`config.mk`:
```
export PLATFORM = sky130hd
export DESIGN_NAME = bsdc_front
export DESIGN_NICKNAME = d
export VERILOG_FILES = /design/src/sv/bsdc_pkg.sv /design/src/sv/bsdc_front.sv
export SDC_FILE = /design/constraint.sdc
export NUM_CORES = 1
export LEC_CHECK = 0
export BUFFER_PORTS_ARGS = -buffer_cell sky130_fd_sc_hd__buf_2
export CAP_MARGIN = 10
export CORE_MARGIN = 8
export CORE_UTILIZATION = 45
export DETAILED_ROUTE_END_ITERATION = 10
export PLACE_DENSITY = 0.74
export SLEW_MARGIN = 25
export SYNTH_ARGS = -nofsm -noshare
export SYNTH_HDL_FRONTEND = slang
export SYNTH_SLANG_ARGS = --single-unit
```
`constraint.sdc`:
```
create_clock -name clock -period 1.5 [get_ports clock]
set_input_delay 0.375 -clock clock [delete_from_list [all_inputs] [get_ports clock]]
set_output_delay 0.375 -clock clock [all_outputs]
set_load 0.02 [all_outputs]
```
`src/sv/bsdc_pkg.sv`:
```
`default_nettype none
// ----------------------------------------------------------------------------
// bsdc_pkg
// Shared types and constants of the block-storage DMA controller.
// ----------------------------------------------------------------------------
package bsdc_pkg;

   localparam int unsigned BLOCK_BYTES_DEF   = 512;
   localparam int unsigned MEM_ADDR_BITS_DEF = 24;

   // Transaction modes on the request channel
   localparam logic [2:0] MODE_READ  = 3'd0;
   localparam logic [2:0] MODE_PEEK  = 3'd1;
   localparam logic [2:0] MODE_WRITE = 3'd2;
   localparam logic [2:0] MODE_BYTE  = 3'd3;
   localparam logic [2:0] MODE_SLOT  = 3'd4;

   // Register offsets
   localparam logic [7:0] REG_BLK0   = 8'd1;
   localparam logic [7:0] REG_BLK1   = 8'd2;
   localparam logic [7:0] REG_BLK2   = 8'd3;
   localparam logic [7:0] REG_BLK3   = 8'd4;
   localparam logic [7:0] REG_ADDR0  = 8'd5;
   localparam logic [7:0] REG_ADDR1  = 8'd6;
   localparam logic [7:0] REG_ADDR2  = 8'd7;
   localparam logic [7:0] REG_NBLK   = 8'd8;
   localparam logic [7:0] REG_CMD    = 8'd9;
   localparam logic [7:0] REG_DATA   = 8'd10;

   // Command codes
   localparam logic [2:0] CMD_FETCH  = 3'd1;
   localparam logic [2:0] CMD_STORE  = 3'd2;
   localparam logic [2:0] CMD_LOAD   = 3'd3;
   localparam logic [2:0] CMD_REWIND = 3'd4;

   // Configuration register indexes
   localparam logic CSR_PRESENT  = 1'b0;
   localparam logic CSR_CAPACITY = 1'b1;

   typedef enum logic [2:0] {
      OP_READ, OP_PEEK, OP_WRITE, OP_BYTE, OP_SLOT, OP_NONE
   } op_kind_type;

   typedef struct packed {
      op_kind_type kind;
      logic [7:0]  offset;
      logic [7:0]  data;
   } op_type;

endpackage

`default_nettype wire

```
`src/sv/bsdc_front.sv`:
```
`default_nettype none
// ----------------------------------------------------------------------------
// bsdc_front
// Accept and classify request transactions into a two-entry queue.
// ----------------------------------------------------------------------------
module bsdc_front (
   input  wire logic             clock,
   input  wire logic             reset,
   input  wire logic             hold,
   input  wire logic             req_valid,
   output      logic             req_ready,
   input  wire logic [2:0]       req_mode,
   input  wire logic [7:0]       req_reg_offset,
   input  wire logic [7:0]       req_write_value,
   input  wire logic [7:0]       req_card_byte,
   output      logic             q_valid,
   output      bsdc_pkg::op_type q_op,
   input  wire logic             q_pop
);

   bsdc_pkg::op_type slot_ff [2];
   logic             wr_ff, wr_in, rd_ff, rd_in;
   logic [1:0]       cnt_ff, cnt_in;
   bsdc_pkg::op_type op;
   logic             push;

   always_comb begin
      op.offset = req_reg_offset;
      op.data   = req_write_value;
      case (req_mode)
         bsdc_pkg::MODE_READ:  op.kind = bsdc_pkg::OP_READ;
         bsdc_pkg::MODE_PEEK:  op.kind = bsdc_pkg::OP_PEEK;
         bsdc_pkg::MODE_WRITE: op.kind = bsdc_pkg::OP_WRITE;
         bsdc_pkg::MODE_BYTE: begin
            op.kind = bsdc_pkg::OP_BYTE;
            op.data = req_card_byte;
         end
         bsdc_pkg::MODE_SLOT:  op.kind = bsdc_pkg::OP_SLOT;
         default:              op.kind = bsdc_pkg::OP_NONE;
      endcase
   end

   assign req_ready = (cnt_ff != 2'd2) && !hold;
   assign push      = req_valid && req_ready;
   assign q_valid   = (cnt_ff != 2'd0);
   assign q_op      = slot_ff[rd_ff];
   assign wr_in     = push ? !wr_ff : wr_ff;
   assign rd_in     = q_pop ? !rd_ff : rd_ff;
   assign cnt_in    = cnt_ff + 2'(push) - 2'(q_pop);

   always_ff @(posedge clock) begin
      if (push) begin
         slot_ff[wr_ff] <= op;
      end
      if (reset) begin
         wr_ff  <= 1'b0;
         rd_ff  <= 1'b0;
         cnt_ff <= 2'd0;
      end else begin
         wr_ff  <= wr_in;
         rd_ff  <= rd_in;
         cnt_ff <= cnt_in;
      end
   end

endmodule

`default_nettype wire

```
==> results of run 1 <==
==> synthesized netlist by cell type, drive strengths merged <==
cell type,instances,area [um2]
edfxtp,38,1140
mux2,27,304
and2,1,7.51
a21o,1,7.51
ha,2,25.0
a21oi,1,5.00
and3,1,6.26
xor2,1,8.76
nor2b,3,33.8
o21ai,1,5.00
buf,2,16.3
clkbuf,1,3.75
nor2,4,15.0
nor3,1,5.00
inv,2,7.51
nand2b,1,6.26
dfxtp,5,100
nand2,2,15.0
or2,1,6.26
xnor2,1,8.76
or3,1,6.26
==> per-stage QoR <==
stage | cells | TNS, ns
2_1_floorplan | 97 | -0.125
3_3_place_gp | 202 | -1.11
3_5_place_dp | 202 | -1.64
4_1_cts | 210 | -3.10
5_1_grt | 212 | -3.65
6_report | 212 | -2.86
==> state kept, by name, indices dropped and copies added (netlist names), named ones only <==
| register | flops |
|---|---|
| slot_ff | 38 |
| wr_ff | 1 |
| cnt_ff | 2 |
| rd_ff | 1 |
==> final cells by class <==
type / count / area share
Clock inverter: 1 / 0.00199
Sequential cell: 43 / 0.495
Inverter: 2 / 0.00447
Multi-Input combinational cell: 49 / 0.228
Tap cell: 48 / 0.0238
Timing Repair Buffer: 62 / 0.216
Clock buffer: 7 / 0.0303
==> how the worst min path moves through the flow <==
| stage | startpoint | slack, ns | to | cells past startpoint |
|---|---|---|---|---|
| floorplan | reset | 0.44 | wr_ff | 1 |
| global placement | wr_ff | 0.48 | wr_ff | 2 |
| detailed placement | wr_ff | 0.48 | wr_ff | 2 |
| CTS | req_reg_offset[6] | 0.27 | slot_ff[0][14] | 1 |
| global route | req_reg_offset[6] | 0.27 | slot_ff[0][14] | 1 |
| finish | req_reg_offset[6] | 0.27 | slot_ff[0][14] | 1 |
==> cells by family after synthesis <==
| group | synth area share |
|---|---|
| AO/OA/AOI/OAI | 0.0101 |
| XOR/XNOR | 0.0101 |
| adder cells (fa/ha/maj) | 0.0144 |
| buffers and inverters | 0.0159 |
| flip-flops | 0.716 |
| multiplexers | 0.175 |
| AND/OR/NAND/NOR | 0.0584 |
==> report_power, final <==
part	switching (W)	leakage, nW	internal [W]	total [W]
logic	0.000278	0.588	0.000368	0.000646
clock network	0.000364	0.0422	0.000327	0.000691
registers	0.0000308	0.390	0.00138	0.00141
==> per-layer routing <==
| metal | global-route usage | part of all wire | up-vias |
|---|---|---|---|
| li1 | - | - | 493 |
| met2 | 0.179 | 0.49 | 39 |
| met1 | 0.134 | 0.41 | 489 |
| met4 | 0.0500 | 0.011 | 0 |
| met3 | 0.0547 | 0.085 | 5 |
| met5 | 0 | 0 | - |
==> repair_timing <==
action | 4_1_cts | 5_1_grt
cloned | 0 | 1
endpoints found under the setup margin | 22 | 22
buffers inserted | 0 | 1
pin swaps | 0 | 1
gates resized for setup | 29 | 49
==> results_dict.tcl, run 1 <==
set metrics [dict create \
    status "finished with violations" \
    violations "negative setup slack" \
    via_per_inst 4.84 \
    place_ws_ns -0.195 \
    antenna_left 0 \
    place_hpwl_mm 2.44 \
    drv_slew 0 \
    worst_pin_slew_ns 0.190 \
    multi_input_area_um2 574 \
    ff2ff_path_depth 9 \
    yosysUniqueCellTypes 25 \
    layout_commonest_cell "edfxtp_1" \
    die_w_um 78.1 \
    cp_top_family "flip-flops" \
    drc 0 \
    p_per_area_mw_per_mm2 1090 \
    crit_cells 3 \
    grt_pass1_wl_mm 5.53 \
    fin_ws_ns -0.156 \
    antenna_found_initial 0 \
    num_io_pins 53 \
    worstPathRequired_ns 1.12 \
    rsz0062_at_grt "true" \
    skew_ns 0.00747 \
    nFillCells 251 \
    synth_seq_cells 43 \
    final_area_mm2 0.00252 \
    clk_pin_slew_worst_paths_ns 0.08 \
    syn_area_per_cell_um2 17.9 \
    wire_per_inst_um 17.1 \
    antennaDiodeCount 0 \
    r2r_slack_ns -0.11 \
    timing.final.crit_share 1.10 \
    gp_congestion 0.802 \
    arrival_ns 1.28 \
    path_max_fanout 6 \
    path_buf_inv 2 \
    vias 1026 \
    syn_nets 131 \
    cts-buffers-inserted 5 \
    die_height_um 78.1 \
    rows 22 \
    start_util 0.470 \
    hold_viol 0 \
    end_kind "primary output" \
    synthCells 97 \
    layout-drive-gt1-share 0.665 \
    clk_latency_ns 0.29 \
    setup_viol 21 \
    power_w 0.00274 \
    track_usage 0.116 \
    first_pass_iters 3 \
    vdd_drop_max_mv 0.716 \
    rr_startpoint "cnt_ff[1]" \
    place_area_mm2 0.00214 \
    max-cap-violations 0 \
    max_freq_ghz 0.604 \
    drt-total-wl_mm 3.62 \
    nets 197 \
    reg2reg_to "cnt_ff[1]" \
    final_util 0.683 \
    synth_area_mm2 0.00173 \
    yosys_warnings 0 \
    crit_slowest_cell "dfxtp_4" \
    clock_path_buffers 2 \
    slowest_delay_ns 0.39 \
    coreArea_mm2 0.00369 \
    htreeDepth 2 \
    areaGrowthSynthToFinish_pct 45.2 \
    p_leak_nw 1.02 \
    grt_max_degree 20 \
    crit_type "reg2out" \
    postCtsHoldBufs 0 \
    drtIter0Drc 48 \
    grt_overflow 0 \
    crit_path_start_kind "register" \
    cp-endpoint "q_op[6]" \
    synth_seq_area_share 0.716 \
    hp-class "in2reg" \
    regArea_mm2 0.00125 \
    cts_root_buffer "clkbuf_8" \
    path_cells "buf_8 -> mux2_4 -> buf_6" \
    finalCriticalPeriod_ns 1.66 \
    portBuffers 52 \
    grt_pass1_vias 1137 \
    hold_ws_ns 0.275 \
    cts_sinks 43 \
    layout_common_cells "38 x edfxtp_1, 31 x buf_2, 25 x buf_6, 19 x mux2_4, 7 x mux2_2" \
    die_area_mm2 0.00610 \
    cts_tree "yes" \
    relSlewSlack 0.873 \
]
Note: power is estimated with default switching activity, not from simulation.
==> run 2: changes to the inputs <==
Settings changed: CELL_PAD_IN_SITES_DETAIL_PLACEMENT set to 1, CELL_PAD_IN_SITES_GLOBAL_PLACEMENT set to 1, CORE_UTILIZATION 45 to 37, PLACE_DENSITY 0.74 to not set, PLACE_DENSITY_LB_ADDON set to 0.1.
==> results_dict.tcl, run 2 (synthesized netlist as in run 1, its figures left out) <==
set metrics [dict create \
    status "finished with violations" \
    violations "negative setup slack" \
    p_leak_nw 1.05 \
    largest_reg_flops 38 \
    antenna_left 0 \
    drv_slew 0 \
    place_area_mm2 0.00218 \
    drt-met1-wl_mm 1.53 \
    max_freq_ghz 0.606 \
    num_io_pins 53 \
    die_w_um 84.5 \
    grt_pass1_wl_mm 6.14 \
    portBuffers 52 \
    timing.final.crit_share 1.10 \
    relSlewSlack 0.864 \
    clk_latency_ns 0.29 \
    drc 0 \
    crit_path_start_kind "register" \
    layout_common_cells "38 x edfxtp_1, 31 x buf_2, 24 x buf_6, 19 x mux2_4, 7 x mux2_2" \
    coreArea_mm2 0.00463 \
    layout-drive-gt1-share 0.669 \
    final_util 0.557 \
    cp_top_family "flip-flops" \
    hold_viol 0 \
    clk_pin_slew_worst_paths_ns 0.09 \
    crit_slowest_cell "dfxtp_4" \
    hp-class "in2reg" \
    die_height_um 84.5 \
    slowest_delay_ns 0.39 \
    regMostFlops "slot_ff" \
    p_per_area_mw_per_mm2 1140 \
    worstPathRequired_ns 1.12 \
    gp_congestion 0.661 \
    regArea_mm2 0.00125 \
    rows 25 \
    antennaDiodeCount 0 \
    max-cap-violations 0 \
    antenna_found_initial 0 \
    top_layer "met4" \
    grt_max_degree 15 \
    grt_pass1_vias 1168 \
    path_max_fanout 7 \
    arrival_ns 1.28 \
    final_area_mm2 0.00258 \
    power_w 0.00294 \
    vias 1043 \
    start_util 0.375 \
    track_usage 0.113 \
    rr_startpoint "cnt_ff[1]" \
    wire_per_inst_um 17.6 \
    nFillCells 446 \
    setup_viol 21 \
    die_area_mm2 0.00713 \
    drtIter0Drc 48 \
    reg2reg_to "cnt_ff[1]" \
    end_kind "primary output" \
    grt_overflow 0 \
    path_buf_inv 2 \
    whs_path_depth 1 \
    cts_tree "yes" \
    path_cells "buf_8 -> mux2_4 -> buf_6" \
    crit_type "reg2out" \
    crit_cells 3 \
    skew_ns 0.00764 \
    clock_path_buffers 2 \
    vdd_drop_max_mv 0.605 \
    r2r_slack_ns -0.10 \
    layout_commonest_cell "edfxtp_1" \
    fin_ws_ns -0.151 \
    cp-endpoint "q_op[9]" \
    htreeDepth 2 \
    ff2ff_path_depth 9 \
    multi_input_area_um2 558 \
    via_per_inst 4.74 \
    place_hpwl_mm 2.76 \
    met2WireLength_mm 2.11 \
    nets 199 \
    postCtsHoldBufs 0 \
    largestRegisters "slot_ff (38), cnt_ff (2)" \
    cts-buffers-inserted 5 \
    first_pass_iters 3 \
    worst_pin_slew_ns 0.203 \
    cts_sinks 43 \
    drt-total-wl_mm 3.87 \
    rsz0062_at_grt "true" \
    cts_root_buffer "clkbuf_8" \
    met3WireLength_um 179 \
    finalCriticalPeriod_ns 1.65 \
    areaGrowthSynthToFinish_pct 48.8 \
]
-- run 2: cell count changes in the layout (fill, tap and decap cells not counted), sizes merged --
cell,previous run,this run
bufinv,0,1
buf,61,63
clkinv,1,2
clkbuf,8,6
-- run 2: area by class of cell --
cell class,count,area share
Sequential cell,43,0.484
Timing Repair Buffer,64,0.225
Multi-Input combinational cell,49,0.216
Clock buffer,5,0.0267
Tap cell,54,0.0262
Clock inverter,3,0.0170
Inverter,2,0.00436
-- run 2: how the worst min path moves through the flow --
stage	from	slack, ns	end
2_1_floorplan	reset	0.44	wr_ff
3_3_place_gp	wr_ff	0.49	wr_ff
3_5_place_dp	wr_ff	0.49	wr_ff
4_1_cts	req_reg_offset[1]	0.26	slot_ff[0][9]
5_1_grt	req_reg_offset[0]	0.25	slot_ff[0][8]
6_report	req_reg_offset[0]	0.27	slot_ff[0][8]
-- run 2: report_power, final --
| group | switching (W) | internal (W) |
|---|---|---|
| sequential | 0.0000300 | 0.00138 |
| combinational | 0.000272 | 0.000369 |
| clock | 0.000398 | 0.000496 |
-- run 2: timing repair --
item,4_1_cts,5_1_grt
setup buffers,1,1
gates cloned,0,1
endpoints found under the hold margin,0,0
resized for setup,71,6
pin swaps,0,2
endpoints found under the setup margin,22,41
-- run 2: routing by layer --
| metal | global-route usage | vias up |
|---|---|---|
| met3 | 0.0371 | 7 |
| met2 | 0.206 | 26 |
| li1 | - | 499 |
| met5 | 0 | - |
| met4 | 0.0437 | 0 |
| met1 | 0.116 | 511 |
-- run 2: per-stage QoR --
stage               setup slack (ns)  setup TNS [ns]  hold slack (ns)  std cells
global placement              -0.130           -1.56            0.489        210
detailed placement            -0.172           -1.95            0.487        210
global route                  -0.189           -3.74            0.252        220
CTS                           -0.164           -3.10            0.259        219
finish                        -0.151           -2.75            0.266        220
floorplan                     -0.125          -0.125            0.444         97
==> run 3: changes to the inputs <==
--- a/config.mk
+++ b/config.mk
@@ -14,5 +14,4 @@
 export DETAILED_ROUTE_END_ITERATION = 10
 export PLACE_DENSITY_LB_ADDON = 0.1
-export SLEW_MARGIN = 25
 export SYNTH_ARGS = -nofsm -noshare
 export SYNTH_HDL_FRONTEND = slang
==> constraint.sdc (replaced) <==
create_clock -name clock -period 1.5 [get_ports clock]
set_input_delay 0.15 -clock clock [delete_from_list [all_inputs] [get_ports clock]]
set_output_delay 0.15 -clock clock [all_outputs]
set_load 0.02 [all_outputs]
==> results_dict.tcl, run 3 (synthesized netlist as in run 1, its figures left out) <==
set metrics [dict create \
    via_per_inst 4.75 \
    whs_path_depth 1 \
    met3WireLength_um 233 \
    portBuffers 52 \
    gp_congestion 0.656 \
    largest_reg_flops 38 \
    relSlewSlack 0.866 \
    p_per_area_mw_per_mm2 1180 \
    layout-drive-gt1-share 0.650 \
    areaGrowthSynthToFinish_pct 35.9 \
    antennaDiodeCount 0 \
    rsz0062_at_grt "true" \
    regMostFlops "slot_ff" \
    die_area_mm2 0.00713 \
    drt-total-wl_mm 3.75 \
    stdcell_count 217 \
    cts_sinks 43 \
    grt_pass1_vias 1199 \
    setup_viol 1 \
    dpl.cell_count 209 \
    cts-buffers-inserted 5 \
    wire_per_inst_um 17.3 \
    num_io_pins 53 \
    status "finished with violations" \
    antenna_left 0 \
    reg2reg_to "cnt_ff[1]" \
    violations "negative setup slack" \
    crit_type "reg2reg" \
    timing.final.crit_share 1.02 \
    clk_pin_slew_worst_paths_ns 0.08 \
    path_max_fanout 3 \
    cts_tree "yes" \
    start_util 0.375 \
    hold_viol 0 \
    antenna_found_initial 0 \
    clock_path_buffers 2 \
    cts_root_buffer "clkbuf_8" \
    coreArea_mm2 0.00463 \
    max-cap-violations 0 \
    grt_max_degree 13 \
    die_w_um 84.5 \
    vias 1031 \
    first_pass_iters 4 \
    end_kind "register" \
    hold_start "req_reg_offset[4]" \
    drt-met1-wl_mm 1.51 \
    drv_slew 0 \
    drtIter0Drc 84 \
    clk_latency_ns 0.29 \
    p_leak_nw 0.948 \
    drc 0 \
    hp-class "in2reg" \
    ff2ff_path_depth 9 \
    arrival_ns 1.70 \
    rows 25 \
    max_freq_ghz 0.656 \
    nets 197 \
    grt_overflow 0 \
    skew_ns 0.0119 \
    fin_ws_ns -0.0254 \
    top_layer "met4" \
    track_usage 0.107 \
    hold_end "slot_ff[1][12]" \
    die_height_um 84.5 \
    layout_commonest_cell "buf_2" \
    met2WireLength_mm 1.96 \
    hold_ws_ns 0.0491 \
    htreeDepth 2 \
    rr_startpoint "cnt_ff[1]" \
    worstPathRequired_ns 1.67 \
    r2r_slack_ns -0.03 \
    finalCriticalPeriod_ns 1.53 \
    largestRegisters "slot_ff (38), cnt_ff (2)" \
    layout_common_cells "42 x buf_2, 38 x edfxtp_1, 18 x mux2_2, 13 x buf_4, 8 x mux2_4" \
    crit_path_start_kind "register" \
    vdd_drop_max_mv 0.696 \
    grt_pass1_wl_mm 5.92 \
    worst_pin_slew_ns 0.200 \
]
==> run 3: changes by cell type in the layout (fill, tap and decap cells not counted), moves of 2 or more <==
cell    before  now
buf_2       31   42
buf_4        2   13
buf_12       5    3
mux2_4      19    8
mux2_2       7   18
buf_6       24    3
==> run 3: area by class of cell <==
cell class / count / area, um2
Clock buffer: 6 / 72.6
Clock inverter: 1 / 30.0
Fill cell: 454 / 2270
Inverter: 2 / 11.3
Multi-Input combinational cell: 49 / 510
Sequential cell: 43 / 1250
Tap cell: 54 / 67.6
Timing Repair Buffer: 62 / 417
==> run 3: power by group <==
part,total (W),switching (W),internal (W)
clock network,0.000859,0.000371,0.000488
logic,0.000515,0.000247,0.000268
registers,0.00140,0.0000276,0.00138
==> run 3: worst max-delay path by stage <==
stage	endpoint	startpoint	cells past startpoint
5_1_grt	cnt_ff[1]	cnt_ff[1]	9
2_1_floorplan	cnt_ff[1]	cnt_ff[1]	9
6_report	cnt_ff[1]	cnt_ff[1]	9
4_1_cts	cnt_ff[1]	cnt_ff[1]	9
3_3_place_gp	cnt_ff[1]	cnt_ff[1]	9
3_5_place_dp	cnt_ff[1]	cnt_ff[1]	9
==> run 3: critical path, stage by stage, from the launching register on <==
cell and delay, ns:
dfxtp_2 0.32, nor2b_4 0.13, nor2_4 0.08, nand2_1 0.06
ha_1 0.26, inv_1 0.05, ha_1 0.14, xor2_1 0.19
and2_4 0.17, nor3_2 0.03
==> run 3: metrics by stage <==
stage                     instance area (um2)  utilization  total power (W)  TNS (ns)  worst slack [ns]
final                                    2360        0.509          0.00278   -0.0254           -0.0254
after global routing                     2360        0.509          0.00288    -0.146            -0.115
after CTS                                2280        0.492          0.00276   -0.0482           -0.0482
after detailed placement                 2150        0.464          0.00189   -0.0745           -0.0745
after global placement                   2150        0.464          0.00187   -0.0290           -0.0290
after floorplan                          1750            -          0.00169    -0.125            -0.125
==> run 3: timing repair <==
action,4_1_cts,5_1_grt
gates cloned,1,0
gates resized for setup,8,26
setup endpoints to repair,14,15
hold buffers,0,0
buffers inserted,0,0
==> run 3: routing by layer <==
| metal | up-vias | GRT usage |
|---|---|---|
| met5 | - | 0 |
| met4 | 0 | 0.0291 |
| met3 | 4 | 0.0498 |
| met2 | 30 | 0.188 |
| met1 | 507 | 0.111 |
| li1 | 490 | - |
